==> src/ema_pkg.sv <==
// Shared types and constants for the multichannel EMA filter.
`timescale 1ns / 1ps

package ema_pkg;

  localparam int CHANNEL_W  = 3;
  localparam int SAMPLE_W   = 16;
  localparam int ALPHA_W    = 7;
  localparam int COUNT_W    = 4;
  localparam int CFG_IDX_W  = 1;
  localparam int CFG_DATA_W = 7;

  localparam int NUM_SLOTS_MAX = 2 ** CHANNEL_W;
  localparam int COUNT_REG_MAX = 2 ** COUNT_W - 1;

  localparam logic [ALPHA_W-1:0] PERCENT_FULL = 7'd100;

  // floor(x / 100) == (x * DIV100_MUL) >> DIV100_SHIFT for x < 2**23
  localparam int                    DIV100_MUL_W = 24;
  localparam logic [DIV100_MUL_W-1:0] DIV100_MUL = 24'd10737419;
  localparam int                    DIV100_SHIFT = 30;

  typedef enum logic [CFG_IDX_W-1:0] {
    REG_ALPHA = 1'b0,
    REG_COUNT = 1'b1
  } cfg_reg_t;

  typedef enum logic {
    OP_SEED   = 1'b0,
    OP_UPDATE = 1'b1
  } op_t;

endpackage

==> src/ema_if.sv <==
// Valid/ready channel interfaces for sample beats and result beats.
`timescale 1ns / 1ps

interface ema_in_if;
  logic                           valid;
  logic                           ready;
  logic                           operation;
  logic [ema_pkg::CHANNEL_W-1:0]  channel;
  logic [ema_pkg::SAMPLE_W-1:0]   sample;

  modport source (output valid, operation, channel, sample, input ready);
  modport sink   (input valid, operation, channel, sample, output ready);
endinterface

interface ema_out_if;
  logic                          valid;
  logic                          ready;
  logic                          valid_res;
  logic [ema_pkg::SAMPLE_W-1:0]  raw_value;
  logic [ema_pkg::SAMPLE_W-1:0]  filtered_value;

  modport source (output valid, valid_res, raw_value, filtered_value, input ready);
  modport sink   (input valid, valid_res, raw_value, filtered_value, output ready);
endinterface

==> src/multichannel_ema_filter_top.sv <==
// Each accepted sample beat passes through the input stage (s1_*) and then the result register.
// Throughput: one beat per cycle unless results.ready is held low, including back-to-back
//   beats on the same channel; the smoothed store is written at the same edge that loads the result register.
// Reset (rst, synchronous): clears both pipeline stages and all smoothed values,
//   new_weight returns to 100 and channel_count to min(CHANNELS, 15).
// Top level of the multichannel EMA filter.
`timescale 1ns / 1ps

module multichannel_ema_filter_top #(
  parameter int CHANNELS    = 8,
  parameter int SAMPLE_BITS = 16
) (
  input  logic                             clk,
  input  logic                             rst,
  ema_in_if.sink                           samples,
  ema_out_if.source                        results,
  input  logic                             cfg_write,
  input  logic [ema_pkg::CFG_IDX_W-1:0]    cfg_index,
  input  logic [ema_pkg::CFG_DATA_W-1:0]   cfg_wdata
);
  import ema_pkg::*;

  localparam int SLOTS     = CHANNELS < NUM_SLOTS_MAX ? CHANNELS : NUM_SLOTS_MAX;
  localparam int IDX_W     = SLOTS > 1 ? $clog2(SLOTS) : 1;
  localparam int COUNT_LIM = CHANNELS < COUNT_REG_MAX ? CHANNELS : COUNT_REG_MAX;
  localparam int ACC_W     = SAMPLE_BITS + ALPHA_W;
  localparam int PROD_W    = ACC_W + DIV100_MUL_W;
  localparam logic [COUNT_W-1:0] COUNT_LIM_V = COUNT_W'(COUNT_LIM);

  // configuration
  logic [ALPHA_W-1:0] new_weight;
  logic [COUNT_W-1:0] channel_count;

  // input stage
  logic                   s1_valid;
  op_t                    s1_op;
  logic [CHANNEL_W-1:0]   s1_channel;
  logic [SAMPLE_BITS-1:0] s1_sample;

  // state and result register
  logic [SAMPLE_BITS-1:0] smoothed_store [SLOTS];
  logic                   out_valid;
  logic                   out_res;
  logic [SAMPLE_W-1:0]    out_raw;
  logic [SAMPLE_W-1:0]    out_filt;

  logic                   advance;
  logic                   slot_ok;
  logic [IDX_W-1:0]       idx;
  logic [SAMPLE_BITS-1:0] old_smooth;
  logic [ACC_W-1:0]       acc;
  logic [PROD_W-1:0]      prod;
  logic [SAMPLE_BITS-1:0] mean;
  logic [SAMPLE_BITS-1:0] new_smooth;

  always_ff @(posedge clk) begin
    if (rst) begin
      new_weight    <= PERCENT_FULL;
      channel_count <= COUNT_LIM_V;
    end else if (cfg_write) begin
      unique case (cfg_reg_t'(cfg_index))
        REG_ALPHA: begin
          new_weight <= (cfg_wdata > PERCENT_FULL) ? PERCENT_FULL : cfg_wdata;
        end
        REG_COUNT: begin
          channel_count <= (cfg_wdata[COUNT_W-1:0] > COUNT_LIM_V) ? COUNT_LIM_V
                                                                  : cfg_wdata[COUNT_W-1:0];
        end
        default: begin
        end
      endcase
    end
  end

  assign advance       = s1_valid && (!out_valid || results.ready);
  assign samples.ready = !s1_valid || advance;

  always_ff @(posedge clk) begin
    if (rst) begin
      s1_valid <= 1'b0;
    end else if (samples.ready) begin
      s1_valid <= samples.valid;
    end
  end

  always_ff @(posedge clk) begin
    if (samples.ready && samples.valid) begin
      s1_op      <= op_t'(samples.operation);
      s1_channel <= samples.channel;
      s1_sample  <= samples.sample[SAMPLE_BITS-1:0];
    end
  end

  // count never exceeds CHANNELS, so this also bounds the store index
  assign slot_ok    = COUNT_W'(s1_channel) < channel_count;
  assign idx        = s1_channel[IDX_W-1:0];
  assign old_smooth = smoothed_store[idx];

  always_comb begin
    acc  = ACC_W'(old_smooth) * ACC_W'(PERCENT_FULL - new_weight)
         + ACC_W'(s1_sample) * ACC_W'(new_weight);
    prod = PROD_W'(acc) * PROD_W'(DIV100_MUL);
    mean = prod[DIV100_SHIFT +: SAMPLE_BITS];
    new_smooth = (s1_op == OP_SEED) ? s1_sample : mean;
  end

  always_ff @(posedge clk) begin
    if (rst) begin
      for (int i = 0; i < SLOTS; i++) begin
        smoothed_store[i] <= '0;
      end
    end else if (advance && slot_ok) begin
      smoothed_store[idx] <= new_smooth;
    end
  end

  always_ff @(posedge clk) begin
    if (rst) begin
      out_valid <= 1'b0;
    end else if (advance) begin
      out_valid <= 1'b1;
    end else if (results.ready) begin
      out_valid <= 1'b0;
    end
  end

  always_ff @(posedge clk) begin
    if (advance) begin
      out_res  <= slot_ok;
      out_raw  <= slot_ok ? SAMPLE_W'(s1_sample) : '0;
      out_filt <= slot_ok ? SAMPLE_W'(new_smooth) : '0;
    end
  end

  assign results.valid          = out_valid;
  assign results.valid_res      = out_res;
  assign results.raw_value      = out_raw;
  assign results.filtered_value = out_filt;

endmodule

==> src/flat_wrapper.sv <==
// flat-port wrapper written by rule: the top's interface ports become plain ports
module multichannel_ema_filter_top_flat import ema_pkg::*;
#(
  parameter int CHANNELS    = 8,
  parameter int SAMPLE_BITS = 16
)
  (clk, rst, cfg_write, cfg_index, cfg_wdata, samples_valid, samples_operation, samples_channel, samples_sample, samples_ready, results_valid, results_valid_res, results_raw_value, results_filtered_value, results_ready);
  ema_in_if samples_i ();
  ema_out_if results_i ();
  input  logic clk;
  input  logic rst;
  input  logic cfg_write;
  input  logic [ema_pkg::CFG_IDX_W-1:0] cfg_index;
  input  logic [ema_pkg::CFG_DATA_W-1:0] cfg_wdata;
  input wire logic [$bits(samples_i.valid)-1:0] samples_valid;
  input wire logic [$bits(samples_i.operation)-1:0] samples_operation;
  input wire logic [$bits(samples_i.channel)-1:0] samples_channel;
  input wire logic [$bits(samples_i.sample)-1:0] samples_sample;
  output wire logic [$bits(samples_i.ready)-1:0] samples_ready;
  output wire logic [$bits(results_i.valid)-1:0] results_valid;
  output wire logic [$bits(results_i.valid_res)-1:0] results_valid_res;
  output wire logic [$bits(results_i.raw_value)-1:0] results_raw_value;
  output wire logic [$bits(results_i.filtered_value)-1:0] results_filtered_value;
  input wire logic [$bits(results_i.ready)-1:0] results_ready;
  assign samples_i.valid = samples_valid;
  assign samples_i.operation = samples_operation;
  assign samples_i.channel = samples_channel;
  assign samples_i.sample = samples_sample;
  assign samples_ready = samples_i.ready;
  assign results_valid = results_i.valid;
  assign results_valid_res = results_i.valid_res;
  assign results_raw_value = results_i.raw_value;
  assign results_filtered_value = results_i.filtered_value;
  assign results_i.ready = results_ready;
  multichannel_ema_filter_top #(.CHANNELS(CHANNELS), .SAMPLE_BITS(SAMPLE_BITS)) u_core (.clk(clk), .rst(rst), .samples(samples_i), .results(results_i), .cfg_write(cfg_write), .cfg_index(cfg_index), .cfg_wdata(cfg_wdata));
endmodule
==> config.mk <==
export PLATFORM = sky130hd
export DESIGN_NAME = multichannel_ema_filter_top_flat
export DESIGN_NICKNAME = d
export VERILOG_FILES = /design/src/ema_pkg.sv /design/src/ema_if.sv /design/src/multichannel_ema_filter_top.sv /design/src/flat_wrapper.sv
export SDC_FILE = /design/constraint.sdc
export NUM_CORES = 1
export LEC_CHECK = 0
export BUFFER_PORTS_ARGS = -buffer_cell sky130_fd_sc_hd__buf_2
export CORE_MARGIN = 4
export CORE_UTILIZATION = 65
export DETAILED_ROUTE_END_ITERATION = 10
export PLACE_DENSITY = 0.81
export SYNTH_ARGS = -nofsm -noshare
export SYNTH_HDL_FRONTEND = slang
export SYNTH_SLANG_ARGS = --single-unit
export TNS_END_PERCENT = 20
==> constraint.sdc <==
create_clock -name clk -period 42.8 [get_ports clk]
set_input_delay 8.56 -clock clk [delete_from_list [all_inputs] [get_ports clk]]
set_output_delay 8.56 -clock clk [all_outputs]
set_load 0.02 [all_outputs]
==> impl_results.md <==
- Largest net degree at the start of global routing: 40
- Final Hold Vio Count: 0
- CTS Buf Count: 17
- Worst-path fanout max: 4
- Clock sink count: ~200
- Initial DRT Pass Iterations: 6
- DR vias/cell: ~6
- Crit-path slowest cell: nor2b_1
- Global-route usage over all layers: 33.14%
- Die area: approximately 0.045 sq mm
- RSZ-0062 raised after global routing: false
- YS warnings: 0
- Global-route wire length before repair: approximately 110 mm
- Hold_buf cts: 0
- R2r worst-path depth: 43
- Vias in the first global route: roughly 20,000
- Status: finished clean
- CP Depth: 4
- Cells after DPL: between 3,000 and 4,000
- Worst min-delay path category: reg2reg
- Hold depth: 2
- Synthesized net count: about 3,400
- PortBufs: 67
- 1st-iter DRT viols: 1,710
- Synthesized-area fraction occupied by xor and xnor cells: 1.848%
- Register area share after synthesis: approximately a fifth
- Largest family of logic cells by synthesized area: adder cells
- Crit Path Category: in2out
- Simple-gate share of the synthesized area: between 10% and 20%
- Area Growth Syn to Fin: 5.525%
- Post-synth top flop: edfxtp_1
- DP Worst Slack: ~25 ns
- Core Footprint: a little over 0.04 sq mm
- Worst-skew pair later-pin latency: ~0.46 ns
- Post-Syn Area: ~0.027 sq mm
- Flops & latches, synth: about 200
- Hold slack: between 0.5 and 0.6 ns
- Max Cap Viol: 0
- Fin worst setup slack: 24.98 ns
- Total number of vias: roughly 19,000
- Delay-heaviest family, CP: simple AND/OR/NAND/NOR gates
- F_max: around 56 MHz
- Worst path required time: between 30 and 40 ns
- Root buf cell: clkbuf_16
- Resized Gates After CTS: 0
- Leading area contributor after synthesis: fa_1
- CP arrival: 9.26 ns
- Number of antenna violations at the first check in global routing: 1
- Num rows: 74
- Worst slew margin: between 10 and 15%
- Width of the die: about 210 um
- Initial Util: 66.23%
- Ports: slightly below 70
- Net count reported at finish: approximately 3,400
- CTS tree: built
- Post-DRT Antenna Nets: 0
- Endpoints failing setup: 0
- Setup bufs post-CTS: 0
- Period utilization: 41.64%
- Adder-cell share of the synthesized area: around 48%
- Buffers & Inverters on Critical Path: 2
- Remaining DRCs: 0
- Ys async rst share: 0%
- Routability cong.: a little under 1
- Final Non-Filler Cells: 3,185
- Syn avg cell area: between 10 and 15 sq um
- Top cell type's share of synthesized area: between 30% and 40%
- Synth top area cells: fa_1 (33%), edfxtp_1 (20%), ha_1 (15%)
- Layout cells sized above 1: under 10%
- Post-synth EDFFs: approximately 180
- Most frequent CP cell: buf_2
- Final WL: 72.23 mm
- Cell variety after synth: 71
- Crit-path cells: buf_2 > nor2b_1 > nand2_1 > buf_2
- CTS max path bufs: 2
- Congestion Overflow GR: 0
- Slew Viols, Final: 0
- Htree depth: 4
- Die H: about 210 um
- Post-Synthesis Cells: 2,595
- Crit end category: output port
- Final TNS setup: 0 ns
- Drt wl/cell: ~23 um
- Post-layout min period: 17.82 ns
- Mux contribution to synthesized area: 3.810%
- Clock slew seen by the registers of the worst setup and hold paths: 0.08 ns
- Post-synthesis compound-gate area fraction: under 10%
- Final HPWL DP: between 50 and 60 mm
- Crit-path max cell delay: 0.24 ns
- Max Clock Skew: roughly 0.016 ns
- Startpoint types: input port
- Layout fillers: about 3,000
- Worst-Margin Slew: ~1.3 ns
tightest hold or removal path: stages (launching register included):
cell	delay, ns
dfxtp_1	0.34
a21oi_1	0.06
nor2_1	0.08
cells in the mapped netlist, drive strengths merged (17+ instances only):
master / count
nor2b: 27
edfxtp: 181
a21oi: 48
mux2i: 18
fa: 446
nand2: 116
buf: 17
a21o: 24
inv: 633
clkbuf: 51
mux4: 32
and2: 112
o21ai: 30
nand2b: 35
xnor2: 38
nand3: 44
ha: 327
nor2: 208
xor2: 17
registers in the layout, indices dropped and copies added, names as in the netlist, named ones only:
name                           cells
u_core.results.filtered_value     16
u_core.s1_op                       1
u_core.results.valid_res           1
u_core.s1_sample                  16
u_core.channel_count               4
u_core.s1_valid                    1
u_core.results.raw_value          16
u_core.results.valid               1
u_core.new_weight                  7
u_core.smoothed_store            128
u_core.idx                         3
stage by stage:
step | utilization [%] | cell area [sq um]
global placement | 68.48 | 28210
finish | 69.89 | 28800
global route | 69.89 | 28800
CTS | 69.89 | 28800
floorplan | - | 27290
detailed placement | 68.48 | 28210
layout by cell type (no fill, tap or decap), types with 16 or more instances in the layout:
cell,count
nand3_1,44
inv_1,630
buf_2,67
ha_1,327
buf_4,26
mux4_2,32
edfxtp_1,181
and2_1,112
o21ai_0,19
nor2b_1,27
nor3_1,16
nand2b_1,35
xor2_1,16
a21oi_1,47
nor2_1,208
clkbuf_16,17
fa_1,446
a21o_1,24
xnor2_1,36
nand2_1,116
cell type report:
cell class                 count  area [sq um]  area share [%]
antenna                        1         2.502        0.008690
sequential                   197          5757           19.99
timing repair buffer          93         530.5           1.842
tap                          532         665.6           2.311
inverter                     633          2376           8.251
multi-input combinational   1697         18890           65.58
clock buffer                  18         439.2           1.525
clock inverter                14         141.4          0.4910
worst paths after layout:
path	start	endpoint	slack, ns
worst min-delay path	u_core.channel_count[1]	u_core.channel_count[1]	0.52
worst min register to register	u_core.channel_count[1]	u_core.channel_count[1]	0.52
worst max register to register	register	u_core.results.filtered_value[9]	26.43
worst max-delay path	results_ready	samples_ready	24.98
layer usage:
layer	up-vias	track usage [%]	share of wire (%)
li1	8289	-	-
met1	9642	46.62	39
met2	988	52.76	47
met3	154	6.950	10
met4	0	10.24	3.0
met5	-	0	0
cells by family (layout without fill, tap and decap cells):
kind of cell | after synthesis | after routing
other | 0 | 1
adder cells (fa/ha/maj) | 773 | 773
AO/OA/AOI/OAI | 191 | 191
multiplexers | 59 | 59
flip-flops | 197 | 197
XOR/XNOR | 55 | 55
buffers and inverters | 701 | 758
AND/OR/NAND/NOR | 619 | 619
Power is left out: the tool's default activity adds up to more than one toggle a clock period on the data nets, which glitch-free logic cannot reach.
